File: config.mk
export PLATFORM = sky130hd
export DESIGN_NAME = movs_front
export DESIGN_NICKNAME = d
export VERILOG_FILES = /design/src/design/movs_pkg.sv /design/src/design/movs_front.sv
export SDC_FILE = /design/constraint.sdc
export NUM_CORES = 1
export LEC_CHECK = 0
export BUFFER_PORTS_ARGS = -buffer_cell sky130_fd_sc_hd__buf_2
export CORE_UTILIZATION = 50
export DETAILED_ROUTE_END_ITERATION = 12
export PLACE_DENSITY = 0.71
export SYNTH_ARGS = -nofsm -noshare
export SYNTH_HDL_FRONTEND = slang
export SYNTH_SLANG_ARGS = --single-unit
File: constraint.sdc
create_clock -name clk -period 5.25 [get_ports clk]
set_input_delay 0.2625 -clock clk [delete_from_list [all_inputs] [get_ports clk]]
set_output_delay 0.2625 -clock clk [all_outputs]
set_load 0.02 [all_outputs]
File: src/design/movs_pkg.sv
// ----------------------------------------------------------------------------
// movs_pkg
// Shared constants and types for the median of value set block.
// ----------------------------------------------------------------------------
`default_nettype none

package movs_pkg;

    localparam int MAX_ITEMS_DEF  = 1024;
    localparam int VALUE_BITS_DEF = 16;
    localparam int QUEUE_DEPTH    = 4;

    // head of the item queue as seen by the back part
    typedef struct packed {
        logic avail;
        logic last;
    } movs_qhead_t;

endpackage

`default_nettype wire

File: src/design/movs_front.sv
// ----------------------------------------------------------------------------
// movs_front
// Accepts items from the command port and holds them in a short queue
// until the back part takes them.
// ----------------------------------------------------------------------------
`default_nettype none

module movs_front
    import movs_pkg::*;
#(
    parameter int VALUE_BITS = VALUE_BITS_DEF
)
(
    input  wire logic                  clk,
    input  wire logic                  rst_n,
    input  wire logic                  start,
    input  wire logic [VALUE_BITS-1:0] value,
    input  wire logic                  last,
    output logic                       busy,
    output movs_qhead_t                head,
    output logic [VALUE_BITS-1:0]      head_value,
    input  wire logic                  pop
);

    localparam int PW = $clog2(QUEUE_DEPTH);
    localparam int CW = $clog2(QUEUE_DEPTH + 1);

    logic [VALUE_BITS-1:0] val_q [QUEUE_DEPTH];
    logic                  last_q [QUEUE_DEPTH];

    logic [PW-1:0] wr_ptr_reg, wr_ptr_next;
    logic [PW-1:0] rd_ptr_reg, rd_ptr_next;
    logic [CW-1:0] fill_reg, fill_next;
    logic          push;
    logic          do_pop;

    assign busy   = (fill_reg == CW'(QUEUE_DEPTH));
    assign push   = start && !busy;
    assign do_pop = pop && (fill_reg != '0);

    assign head.avail = (fill_reg != '0);
    assign head.last  = last_q[rd_ptr_reg];
    assign head_value = val_q[rd_ptr_reg];

    always_comb
    begin
        wr_ptr_next = push   ? wr_ptr_reg + PW'(1) : wr_ptr_reg;
        rd_ptr_next = do_pop ? rd_ptr_reg + PW'(1) : rd_ptr_reg;
        fill_next   = fill_reg + CW'(push) - CW'(do_pop);
    end

    always_ff @(posedge clk)
    begin
        if (push)
        begin
            val_q[wr_ptr_reg]  <= value;
            last_q[wr_ptr_reg] <= last;
        end
    end

    always_ff @(posedge clk or negedge rst_n)
    begin
        if (!rst_n)
        begin
            wr_ptr_reg <= '0;
            rd_ptr_reg <= '0;
            fill_reg   <= '0;
        end
        else
        begin
            wr_ptr_reg <= wr_ptr_next;
            rd_ptr_reg <= rd_ptr_next;
            fill_reg   <= fill_next;
        end
    end

endmodule

`default_nettype wire

After elaboration in Yosys (flattened, before gate mapping)
Memory sizes are Yosys's and may differ from the RTL's.
Cells that the tools add are included.
{"block": "word_totals", "ff_bits": 7, "latch_bits": 0, "ram_bits": 68, "romBits": 0, "in_bits": 21, "out_inout_bits": 19, "elab_cells": 16, "mem_count": 2}
{"block": "classes", "add_sub_neg": 4, "mul": 0, "div": 0, "n_lt_le_gt_ge": 0, "eq_ne": 1, "shifts": 0, "muxes": 2, "bitwise": 0, "reduce_logical": 4}
{"name": "val_q", "words": 4, "word_bits": 16, "read_ports": 1, "rd_ports_with_merged_regs": 0, "write_ports": 1, "line_no": "movs_front.sv:28", "rtl": "logic [VALUE_BITS-1:0] val_q [QUEUE_DEPTH];"}
{"name": "last_q", "words": 4, "word_bits": 1, "read_ports": 1, "rd_ports_with_merged_regs": 0, "write_ports": 1, "line_no": "movs_front.sv:29", "rtl": "logic last_q [QUEUE_DEPTH];"}
{"operator": "adder 2 x 1 -> 2 bit, second input constant", "count": 2}
{"operator": "adder 3 x 1 -> 3 bit", "count": 1}
{"operator": "== test 3 bit, second input constant", "count": 1}
{"operator": "nonzero test 3 bit", "count": 1}
{"operator": "subtractor 3 x 1 -> 3 bit", "count": 1}
{"operator": "logical AND 1 bit", "count": 2}
{"operator": "2-to-1 mux 1 bit", "count": 2}
{"operator": "zero test 1 bit", "count": 1}

Depth between registers and ports, before layout
Gate-level depths: netlist (run 1).
{"block": "depth", "word_depth": 5, "ltp_mapped": 9, "ltp_nobuf": 9}

Worst setup path before layout (run 1)
No wires, ideal clock.
{"block": "synth_path", "path_type": "reg2reg", "startpoint": "reg fill_reg[1]", "endpoint": "reg fill_reg[2]", "setup_ns": 0.128, "t_arrival_ns": 1.992, "required_ns": 5.122, "slack_ns": 3.130, "stages_incl_launch_ff": 10, "n_path_buf": 0, "period_less_slack_ns": 2.120, "cell_sequence": "dfrtp_1 > or3b_4 > nand2_1 > ha_1 > inv_1 > ha_1 > inv_1 > fa_1 > xnor2_1 > xnor2_1"}
{"block": "synth_via", "elab_chain_len": 5, "elab_cells_between_ends": 7, "cone_classes": "add/sub (2); eq/ne (1); reduce/logical (4)"}
{"element": "start, declared", "line_no": "movs_front.sv:33", "rtl": "logic [CW-1:0] fill_reg, fill_next;"}
{"element": "start signal, assigned", "line_no": "movs_front.sv:73", "rtl": "fill_reg <= fill_next;"}
{"element": "== test 3 bit", "line_no": "movs_front.sv:37", "rtl": "assign busy = (fill_reg == CW'(QUEUE_DEPTH));"}
{"element": "zero test 1 bit", "line_no": "movs_front.sv:38", "rtl": "assign push = start && !busy;"}
{"element": "logical AND 1 bit", "line_no": "movs_front.sv:38"}
{"element": "adder 3 x 1 -> 3 bit", "line_no": "movs_front.sv:49", "rtl": "fill_next = fill_reg + CW'(push) - CW'(do_pop);"}
{"element": "subtractor 3 x 1 -> 3 bit (*)", "line_no": "movs_front.sv:49"}
{"element": "via fill_next[2]", "line_no": "movs_front.sv:33"}
The timed path passes the listed nets; every way through them passes the cells marked *.
A chain may end at the register's enable or synchronous reset.

Worst setup path in the final report (run 1)
{"block": "layout_path", "startpoint": "reg rd_ptr_reg[0]", "endpoint": "out head_value[6]"}
{"block": "layout_via", "elab_chain_len": 1}
{"element": "start, declared", "line_no": "movs_front.sv:32", "rtl": "logic [PW-1:0] rd_ptr_reg, rd_ptr_next;"}
{"element": "start signal, assigned", "line_no": "movs_front.sv:72", "rtl": "rd_ptr_reg <= rd_ptr_next;"}
{"element": "memory read (4 x 16 bit)"}
{"element": "end, declared", "line_no": "movs_front.sv:21", "rtl": "output logic [VALUE_BITS-1:0] head_value,"}
No other way between the ends.

==> Implementation_results.wiki, run 1 <==
{| class="wikitable"
! Metric !! Value
|-
| Portion of the clock cycle consumed by the worst path in the final layout || 0.474
|-
| Worst-path clk slew || 70 ps
|-
| Via/cell ratio || 5.57
|-
| Dpl hpwl || 2.95 mm
|-
| Average wire per standard cell || 18.3 µm
|-
| Critical-path top delay cell || dfrtp_1
|-
| Critical Path Max Stage Delay || 1040 ps
|-
| Summed instance area of the synthesized netlist || 2950 µm²
|-
| Total negative setup slack || 0 ps
|-
| Cell types occupying the most area after synthesis || edfxtp_1 (69%), mux4_1 (8.0%), mux4_2 (6.1%), dfrtp_1 (5.9%), ha_1 (2.5%)
|-
| Clock latency on the worst-skew pair || 330 ps
|-
| Number of maximum-capacitance violations || 0
|-
| Post-Route Hold Slack || 142 ps
|-
| Flip-flop count of the largest register, all copies and words added || 64
|-
| Most numerous cell types in the synthesized netlist || edfxtp_1 (68), mux4_1 (9), mux4_2 (8)
|-
| Setup repair after global routing missed its margin || no
|-
| Number of buffers created by CTS || 9
|-
| Setup skew after layout || 7.62 ps
|-
| Final-report hold violation count || 0
|-
| Total of flip-flops plus latches after synthesis || 75
|-
| Post-synth ARST share || 0.0933
|-
| Cells after synthesis || 130
|-
| Depth of the worst register-to-register path || 9
|-
| Reg-to-reg critical path startpoint || fill_reg[1]
|-
| Slew Limit Headroom || 0.304
|-
| Total routing usage reported by global routing || 0.168
|-
| Hold Path Origin || value[10]
|-
| Layout Nets || 205
|-
| Number of rows created at floorplan || 27
|-
| Resized cells post-CTS || 0
|-
| Remaining antenna violation count after routing || 0
|-
| Maximum achievable frequency || 0.402 GHz
|-
| Static leakage || 1.24 nW
|-
| End-of-flow core utilization || 0.599
|-
| Destination of the worst register-to-register timing path || fill_reg[2]
|-
| Worst endpoint required time || 4990 ps
|-
| Peak supply drop || 0.000294 V
|-
| Actual slew at the worst max-slew pin || 1040 ps
|-
| Routed Wire Length || 4.65 mm
|-
| Critical setup path kind || reg -> out
|-
| Buffers on Ports || 39
|-
| Deepest level of the CTS H-tree || 3
|-
| Maximum root-to-sink buffer count || 2
|-
| Global placement routability congestion || 0.823
|-
| Maximum number of pins on one net before global-route repair || 20
|-
| Mapped Avg Cell Area || 22.7 µm²
|-
| Number of DRC violations after detailed routing || 0
|-
| Total congestion overflow after global routing || 0
|-
| Detailed-routing iteration count for the pre-antenna-repair pass || 4
|-
| CTS Root Buffer Type || clkbuf_8
|-
| Setup violators final || 0
|-
| Violation count after the first detailed-route iteration || 81
|-
| Endpoint of the worst hold path || val_q[1][10]
|-
| Final Slew Violations || 0
|-
| Share of the synthesized area in the top cell type || 0.692
|-
| Count of synthesis-stage warnings from yosys || 0
|-
| Maximum fanout along the worst path || 19
|-
| Synth Flop Type || edfxtp_1
|-
| Antenna violations before repair || 0
|-
| Dominant cell type by area after synthesis || edfxtp_1
|-
| Floorplan die width || 78.8 µm
|-
| Class of the worst hold path || in -> reg
|-
| Clock Sink Count || 75
|-
| Data arrival, critical path || 2230 ps
|-
| Unique masters post-synth || 21
|-
| Via count of the first global-routing pass || 1467
|-
| Setup slack, reg-to-reg || 2980 ps
|-
| Status || completed
|-
| Critical Path End Type || output port
|-
| Count of antenna diodes in the layout || 0
|-
| Chip height || 78.8 µm
|-
| Floorplan Core Area || 5610 µm²
|-
| Number of placed I/O pins || 40
|-
| Proportion of layout cells with a drive suffix above 1 || 0.330
|-
| Layout overhead on the synthesized area || 13.8%
|-
| First-pass GRT wire length || 7.35 mm
|-
| CP Launch Type || flip-flop
|-
| Clock tree from TritonCTS || built
|-
| Overall via count from detail_route || 1416
|-
| PD cells || 546 nW/µm²
|-
| Dominant cell by count in the synthesized netlist || edfxtp_1
|-
| Part of the Yosys area used for sequential elements || 0.751
|-
| Post-synth EDFFs || 68
|-
| Final critical delay including setup and external delays || 2490 ps
|-
| Net count after synthesis || 158
|-
| Worst path cell trace || mux4_1 -> buf_2
|-
| Hold Path Stages || 1
|-
| Initial core utilization || 0.526
|-
| Area of the die || 6210 µm²
|}
==> cell type report <==
class | count | area [µm²]
Clock buffer | 12 | 135
Clock inverter | 4 | 18.8
Fill cell | 425 | 2250
Inverter | 6 | 22.5
Multi-Input combinational cell | 45 | 671
Sequential cell | 75 | 2220
Tap cell | 72 | 90.1
Timing Repair Buffer | 40 | 205
==> layer usage <==
metal / share of wire / GRT usage
met5: 0 / 0
met4: 0.023 / 0.0927
met3: 0.047 / 0.0368
met2: 0.52 / 0.274
met1: 0.41 / 0.209
==> worst max path at each step <==
stage                    end  depth (start not counted)  slack, ps          start
2_1_floorplan    fill_reg[2]                          9       3130    fill_reg[1]
3_3_place_gp         head[0]                          2       3080  rd_ptr_reg[0]
3_5_place_dp     fill_reg[2]                          9       2970    fill_reg[1]
4_1_cts        head_value[6]                          2       2690  rd_ptr_reg[0]
5_1_grt        head_value[6]                          2       2620  rd_ptr_reg[0]
6_report       head_value[6]                          2       2760  rd_ptr_reg[0]
==> cell usage in the layout, fill, tap and decap left out <==
cell	instances
edfxtp_1	68
xnor2_1	3
fa_1	1
or3_1	1
o211ai_1	2
clkinv_1	1
clkinv_2	3
xor2_1	1
clkbuf_8	9
ha_1	6
o31a_1	1
buf_2	39
nand4bb_1	2
nand2_1	2
inv_1	6
dlygate4sd3_1	1
dfrtp_1	7
and3_1	4
or3b_4	1
nand2b_1	3
mux4_1	9
mux4_2	8
o311ai_0	1
clkbuf_1	3
==> metrics by stage <==
step / setup slack [ps] / instances / power (W) / area, µm²
2_1_floorplan: 3130 / 130 / 0.00134 / 2950
3_3_place_gp: 3080 / 237 / 0.00148 / 3200
3_5_place_dp: 2970 / 237 / 0.00151 / 3200
4_1_cts: 2690 / 254 / 0.00186 / 3360
5_1_grt: 2620 / 254 / 0.00193 / 3360
6_report: 2760 / 254 / 0.00183 / 3360
==> cell families after synthesis <==
logic type / share of synthesized area
muxes: 0.141
DFF: 0.751
xor gates and xnor gates: 0.0119
and+or+nand+nor: 0.0309
buffers and inverters: 0.0216
adders and majority gates: 0.0322
AOI/OAI and AO/OA: 0.0110
==> what timing repair did <==
action                                 in CTS  in global routing
setup buffers                               0                  0
hold buffers                                1                  0
endpoints found under the hold margin       7                  0
==> critical path, delay by kind of cell, from the launching register on <==
kind / cells / cell delay, ps
muxes: 1 / 680
DFF: 1 / 1040
buffers and inverters: 1 / 180
==> where the power goes <==
| group | leakage, nW | internal [W] | switching (W) |
|---|---|---|---|
| registers | 0.705 | 0.000797 | 0.000121 |
| logic | 0.449 | 0.000264 | 0.000300 |
| clock network | 0.0816 | 0.000168 | 0.000184 |
| total | 1.24 | 0.00123 | 0.000604 |
Power figures use the tool's default switching activity.
==> run 2, diff against run 1 <==
--- a/config.mk
+++ b/config.mk
@@ -5,10 +5,11 @@
 export SDC_FILE = /design/constraint.sdc
 export NUM_CORES = 1
 export LEC_CHECK = 0
+export ABC_AREA = 1
 export BUFFER_PORTS_ARGS = -buffer_cell sky130_fd_sc_hd__buf_2
 export CORE_UTILIZATION = 50
 export DETAILED_ROUTE_END_ITERATION = 12
-export PLACE_DENSITY = 0.71
+export PLACE_DENSITY = 0.7
 export SYNTH_ARGS = -nofsm -noshare
 export SYNTH_HDL_FRONTEND = slang
 export SYNTH_SLANG_ARGS = --single-unit
==> constraint.sdc (replaced) <==
create_clock -name clk -period 2.5 [get_ports clk]
set_input_delay 0.125 -clock clk [delete_from_list [all_inputs] [get_ports clk]]
set_output_delay 0.125 -clock clk [all_outputs]
set_load 0.02 [all_outputs]
==> run 2 against run 1 <==
First-iteration DRC count up 62%. Core utilization rose by 3.3 points. Via count increased by 39%. Cell count grew 63%. Setup slack lost 2300 ps. Area after synthesis increased by 6.4%. Clock skew is 2.5 ps lower. Critical path depth increased by 8. Sequential cell count stayed put. Critical path type is now reg -> reg. Highest routed layer unchanged.
==> Implementation_results.wiki, run 2 <==
{| class="wikitable"
! Metric !! Value
|-
| Post-synth EDFFs || 68
|-
| Dpl hpwl || 3.08 mm
|-
| Clock latency on the worst-skew pair || 340 ps
|-
| Final-report hold violation count || 0
|-
| Setup violators final || 0
|-
| Layout filler cell count || 458
|-
| Peak supply drop || 0.000553 V
|-
| Critical Path End Type || flip-flop
|-
| Remaining antenna violation count after routing || 0
|-
| Antenna violations before repair || 0
|-
| Data arrival, critical path || 2260 ps
|-
| Via/cell ratio || 4.73
|-
| Actual slew at the worst max-slew pin || 617 ps
|-
| Maximum fanout along the worst path || 7
|-
| Total instance count after detailed placement || 383
|-
| Area of the die || 6600 µm²
|-
| Unique masters post-synth || 14
|-
| Overall via count from detail_route || 1965
|-
| Clock tree from TritonCTS || built
|-
| Dominant cell type by area after synthesis || edfxtp_1
|-
| Violation count after the first detailed-route iteration || 131
|-
| Maximum root-to-sink buffer count || 2
|-
| Setup repair after global routing missed its margin || no
|-
| Status || completed
|-
| Resized cells post-CTS || 0
|-
| Leading cell type in the layout, fill and taps excluded || nand2_1
|-
| Xor and xnor fraction of the mapped netlist area || 0
|-
| Routed Wire Length || 5.34 mm
|-
| PD cells || 1190 nW/µm²
|-
| Slew Limit Headroom || 0.588
|-
| Via count of the first global-routing pass || 1793
|-
| Average wire per standard cell || 12.9 µm
|-
| Non-filler instance count after layout || 415
|-
| Final Slew Violations || 0
|-
| Adder-cell area share of the yosys netlist || 0.0303
|-
| Count of antenna diodes in the layout || 0
|-
| Count of synthesis-stage warnings from yosys || 0
|-
| Worst-path clk slew || 70 ps
|-
| Reg-to-reg critical path startpoint || fill_reg[1]
|-
| Endpoint of the worst hold path || val_q[2][0]
|-
| Layout Nets || 363
|-
| Number of rows created at floorplan || 28
|-
| Total negative setup slack || 0 ps
|-
| Initial core utilization || 0.524
|-
| Hold Path Origin || value[0]
|-
| Net count after synthesis || 302
|-
| Number of buffers created by CTS || 9
|-
| Number of maximum-capacitance violations || 0
|-
| CP Launch Type || flip-flop
|-
| Main combinational cell family by area after synthesis || simple AND/OR/NAND/NOR gates
|-
| First-pass GRT wire length || 8.37 mm
|-
| Total of flip-flops plus latches after synthesis || 75
|-
| CTS Root Buffer Type || clkbuf_8
|-
| Summed instance area of the synthesized netlist || 3140 µm²
|-
| Most numerous cell types in the synthesized netlist || nand2_1 (69), edfxtp_1 (68), nor2_1 (39)
|-
| Destination of the worst register-to-register timing path || fill_reg[2]
|-
| Multiplexer share of the synthesized area || 0
|-
| Static leakage || 1.62 nW
|-
| Detailed-routing iteration count for the pre-antenna-repair pass || 4
|-
| Chip height || 81.3 µm
|-
| Total congestion overflow after global routing || 0
|-
| Hold Path Stages || 1
|-
| Layout overhead on the synthesized area || 20.6%
|-
| Maximum achievable frequency || 0.493 GHz
|-
| Synth Flop Type || edfxtp_1
|-
| Portion of the clock cycle consumed by the worst path in the final layout || 0.811
|-
| Depth of the worst register-to-register path || 10
|-
| Class of the worst hold path || in -> reg
|-
| Deepest level of the CTS H-tree || 3
|-
| Part of the Yosys area used for sequential elements || 0.706
|-
| Proportion of layout cells with a drive suffix above 1 || 0.188
|-
| Cts-stage hold buffer count || 16
|-
| Setup slack, reg-to-reg || 470 ps
|-
| Post-synth ARST share || 0.0933
|-
| Compound-gate portion of the synthesized area || 0.0542
|-
| Mapped Avg Cell Area || 11.5 µm²
|-
| # Post-CTS Setup Buffers || 0
|-
| Critical setup path kind || reg -> reg
|-
| Floorplan Core Area || 5990 µm²
|-
| Total routing usage reported by global routing || 0.181
|-
| Buffers on Ports || 39
|-
| Dominant cell by count in the synthesized netlist || nand2_1
|-
| Floorplan die width || 81.3 µm
|-
| Final critical delay including setup and external delays || 2030 ps
|-
| Clock Sink Count || 75
|-
| Overall Power || 0.00452 W
|-
| Setup skew after layout || 5.14 ps
|-
| Flip-flop count of the largest register, all copies and words added || 64
|-
| Share of the synthesized area in the top cell type || 0.650
|-
| Commonest cells after routing, fill and taps aside || nand2_1 (69), edfxtp_1 (68), buf_2 (39), nor2_1 (35), inv_1 (32)
|-
| Post-synthesis simple-gate area fraction || 0.139
|-
| Worst endpoint required time || 2730 ps
|-
| Cells after synthesis || 274
|-
| Global placement routability congestion || 0.772
|-
| Number of DRC violations after detailed routing || 0
|-
| Cell types occupying the most area after synthesis || edfxtp_1 (65%), nand2_1 (8.2%), dfrtp_1 (5.6%), nor2_1 (4.7%), inv_1 (3.8%)
|-
| Number of placed I/O pins || 40
|-
| Maximum number of pins on one net before global-route repair || 53
|}
[run 2: layout make-up]
class / instances / area (µm²) / share of cell area
Clock buffer: 11 / 131 / 0.0347
Clock inverter: 5 / 101 / 0.0268
Inverter: 34 / 128 / 0.0337
Multi-Input combinational cell: 155 / 712 / 0.188
Sequential cell: 75 / 2220 / 0.585
Tap cell: 75 / 93.8 / 0.0248
Timing Repair Buffer: 60 / 405 / 0.107
[run 2: power by group]
group | switching [W] | leakage [nW] | internal [W]
combinational | 0.00114 | 0.802 | 0.000538
clock | 0.000418 | 0.111 | 0.000661
sequential | 0.0000969 | 0.707 | 0.00167
[run 2: layer usage]
| layer | share of wire | vias to the layer above | GRT usage |
|---|---|---|---|
| li1 | - | 1015 | - |
| met1 | 0.44 | 903 | 0.217 |
| met2 | 0.49 | 41 | 0.298 |
| met3 | 0.050 | 6 | 0.0360 |
| met4 | 0.015 | 0 | 0.114 |
| met5 | 0 | - | 0 |
[run 2: worst max-delay path by stage]
stage                start          end  slack (ps)  cells past startpoint
6_report       fill_reg[1]  fill_reg[2]         470                     10
2_1_floorplan  fill_reg[1]  fill_reg[2]         520                     11
5_1_grt        fill_reg[1]  fill_reg[2]         280                     10
3_3_place_gp   fill_reg[1]  fill_reg[2]         560                     10
4_1_cts        fill_reg[1]  fill_reg[2]         460                     10
3_5_place_dp   fill_reg[1]  fill_reg[2]         480                     10
[run 2: worst max-delay path, cell delays in order, from the launching register on]
cell	delay, ps
dfrtp_1	430
nor2_1	150
nand2_1	130
nand2_2	190
ha_1	260
inv_1	50
ha_1	130
inv_1	50
fa_1	390
nand3_1	100
nand2_1	50
[run 2: cells by family (layout without fill, tap and decap cells)]
family | Yosys count | count (layout)
compound gates | 34 | 34
fa+ha+maj | 7 | 7
buf+inv | 44 | 110
flops | 75 | 75
simple gates | 114 | 114
[run 2: per-stage QoR]
stage | hold WS, ps | cell area [µm²] | util | setup WS [ps]
after floorplan | -171 | 3140 | - | 518
after global placement | -34.4 | 3400 | 0.567 | 561
after detailed placement | -30.6 | 3400 | 0.567 | 479
after CTS | 4.88 | 3790 | 0.632 | 463
after global routing | 12.2 | 3790 | 0.632 | 281
final | 26.1 | 3790 | 0.632 | 472
==> run 3, diff against run 2 <==
--- a/config.mk
+++ b/config.mk
@@ -9,7 +9,7 @@
 export BUFFER_PORTS_ARGS = -buffer_cell sky130_fd_sc_hd__buf_2
 export CORE_UTILIZATION = 50
 export DETAILED_ROUTE_END_ITERATION = 12
-export PLACE_DENSITY = 0.7
+export PLACE_DENSITY = 0.73
 export SYNTH_ARGS = -nofsm -noshare
 export SYNTH_HDL_FRONTEND = slang
 export SYNTH_SLANG_ARGS = --single-unit
==> constraint.sdc (replaced) <==
create_clock -name clk -period 1.84 [get_ports clk]
set_input_delay 0.092 -clock clk [delete_from_list [all_inputs] [get_ports clk]]
set_output_delay 0.092 -clock clk [all_outputs]
set_load 0.02 [all_outputs]
==> run 3 against run 2 <==
First-iteration DRC count decreased by 0.76%. The flow now finishes with violations (setup timing). Critical path depth unchanged. Sequential share of layout area decreased by 1.7 points. Clock power increased by 12%. Non-clock buffer count increased by 12. Sequential power increased by 37%. Clock skew decreased by 0.58 ps. Highest routed layer unchanged. Register-to-register slack got worse by 490 ps. Wire length increased by 2.4%.
==> Implementation_results.wiki, run 3 (same netlist as run 2, synthesis figures left out) <==
{| class="wikitable"
! Metric !! Value
|-
| Status || finished, violations left
|-
| Violations in the final reports || setup timing
|-
| Clk pwr share || 0.196
|-
| Static leakage || 1.66 nW
|-
| CP Launch Type || flip-flop
|-
| Destination of the worst register-to-register timing path || fill_reg[1]
|-
| Reg-to-reg critical path startpoint || fill_reg[0]
|-
| Hold Path Stages || 3
|-
| Maximum number of pins on one net before global-route repair || 23
|-
| Number of DRC violations after detailed routing || 0
|-
| Hold Path Origin || start
|-
| Maximum root-to-sink buffer count || 2
|-
| First-pass GRT wire length || 8.27 mm
|-
| Data arrival, critical path || 2100 ps
|-
| Antenna violations before repair || 0
|-
| Layout Nets || 375
|-
| Worst endpoint required time || 2080 ps
|-
| Post-placement worst setup slack || 5.71 ps
|-
| Final critical delay including setup and external delays || 1860 ps
|-
| Combinational share of power || 0.412
|-
| Detailed-routing iteration count for the pre-antenna-repair pass || 4
|-
| CTS Root Buffer Type || clkbuf_8
|-
| Commonest cells after routing, fill and taps aside || edfxtp_1 (68), nand2_1 (66), buf_2 (39), nor2_1 (34), inv_1 (28)
|-
| End-of-flow core utilization || 0.651
|-
| Depth of the worst register-to-register path || 10
|-
| Critical setup path kind || reg -> reg
|-
| Final-report hold violation count || 0
|-
| Setup violators final || 1
|-
| Total instance count after detailed placement || 391
|-
| Floorplan Core Area || 5990 µm²
|-
| Non-filler instance count after layout || 427
|-
| Area of the die || 6600 µm²
|-
| Critical Path End Type || flip-flop
|-
| Portion of the clock cycle consumed by the worst path in the final layout || 1.01
|-
| Initial core utilization || 0.524
|-
| Layout overhead on the synthesized area || 24.2%
|-
| Number of placed I/O pins || 40
|-
| Via count of the first global-routing pass || 1821
|-
| Setup skew after layout || 4.56 ps
|-
| Via/cell ratio || 4.79
|-
| Clock tree from TritonCTS || built
|-
| Placed cell area || 3470 µm²
|-
| Deepest level of the CTS H-tree || 3
|-
| Overall Power || 0.00616 W
|-
| Maximum achievable frequency || 0.538 GHz
|-
| Overall via count from detail_route || 2044
|-
| Global placement routability congestion || 0.813
|-
| Remaining antenna violation count after routing || 0
|-
| Switching power as a share of total power || 0.383
|-
| Routed Wire Length || 5.47 mm
|-
| Leading cell type in the layout, fill and taps excluded || edfxtp_1
|-
| Final Slew Violations || 0
|-
| Buffers on Ports || 39
|-
| Worst-path clk slew || 70 ps
|-
| Proportion of layout cells with a drive suffix above 1 || 0.250
|-
| Setup slack, reg-to-reg || -20 ps
|-
| Flip-flop count of the largest register, all copies and words added || 64
|-
| Number of maximum-capacitance violations || 0
|-
| Post-route standard cell area excluding fillers || 3900 µm²
|-
| Actual slew at the worst max-slew pin || 373 ps
|-
| Clock latency on the worst-skew pair || 340 ps
|-
| Number of buffers created by CTS || 9
|-
| Average wire per standard cell || 12.8 µm
|-
| Total routing usage reported by global routing || 0.180
|-
| Net load switching power || 0.00236 W
|-
| Dpl hpwl || 3.36 mm
|-
| Endpoint of the worst hold path || wr_ptr_reg[1]
|-
| Slew Limit Headroom || 0.751
|-
| Chip height || 81.3 µm
|-
| Violation count after the first detailed-route iteration || 130
|-
| Number of rows created at floorplan || 28
|-
| Clock Sink Count || 75
|-
| PD cells || 1580 nW/µm²
|-
| Floorplan die width || 81.3 µm
|-
| Total congestion overflow after global routing || 0
|-
| Setup repair after global routing missed its margin || yes
|-
| Count of antenna diodes in the layout || 0
|-
| Peak supply drop || 0.000961 V
|-
| Post-route setup slack || -18.1 ps
|-
| Sequential share of power || 0.392
|-
| Class of the worst hold path || in -> reg
|-
| Maximum fanout along the worst path || 2
|-
| Int Pwr || 0.00380 W
|}
run 3: critical path: stages, from the launching register on:
cell     delay, ps
dfrtp_1        390
nor2_2         150
nand2_2         70
nand2_2         80
inv_2           40
ha_4           200
inv_2           60
ha_4           120
inv_2           40
fa_2           560
inv_2           30
run 3: how the worst max path moves through the flow:
stage | endpoint | cells past startpoint | slack (ps) | start
finish | fill_reg[1] | 10 | -20 | fill_reg[0]
global route | fill_reg[1] | 10 | -70 | fill_reg[0]
CTS | fill_reg[2] | 11 | 9 | fill_reg[1]
detailed placement | fill_reg[2] | 11 | 6 | fill_reg[0]
global placement | fill_reg[2] | 11 | 50 | fill_reg[0]
floorplan | fill_reg[2] | 11 | -30 | fill_reg[1]
run 3: power by group through the flow:
stage | Sequential, W | Combinational [W] | Clock, W
after detailed placement | 0.00245 | 0.00240 | 0
after global placement | 0.00244 | 0.00235 | 0
after global routing | 0.00246 | 0.00282 | 0.00130
after CTS | 0.00241 | 0.00244 | 0.00123
after floorplan | 0.00240 | 0.00173 | 0
final | 0.00242 | 0.00254 | 0.00121
run 3: per-stage QoR:
stage / TNS [ps] / hold slack [ps]
after floorplan: -64.5 / -204
after global placement: 0 / -64.4
after detailed placement: 0 / -62.2
after CTS: 0 / 33.7
after global routing: -107 / 44.6
final: -18.1 / 55.5
run 3: repair_timing:
| item | in CTS | in global routing |
|---|---|---|
| cloned | 0 | 0 |
| setup buffers | 0 | 1 |
| hold buffers | 19 | 0 |
| hold endpoints to repair | 76 | 0 |
| endpoints found under the setup margin | 1 | 17 |
| pin swaps | 1 | 6 |
| resized for setup | 0 | 12 |
run 3: per-layer routing:
metal,track usage,part of all wire,up-vias
li1,-,-,1043
met1,0.209,0.42,934
met2,0.303,0.51,58
met3,0.0607,0.056,9
met4,0.0804,0.019,0
met5,0,0,-
run 3: area by class of cell:
type,instances,area [µm²]
inverters,34,128
repair buffers,72,515
clock buffers,9,124
fillers,439,2090
well taps,75,93.8
clock inverters,7,67.6
flip-flops and latches,75,2220
multi-input cells,155,754
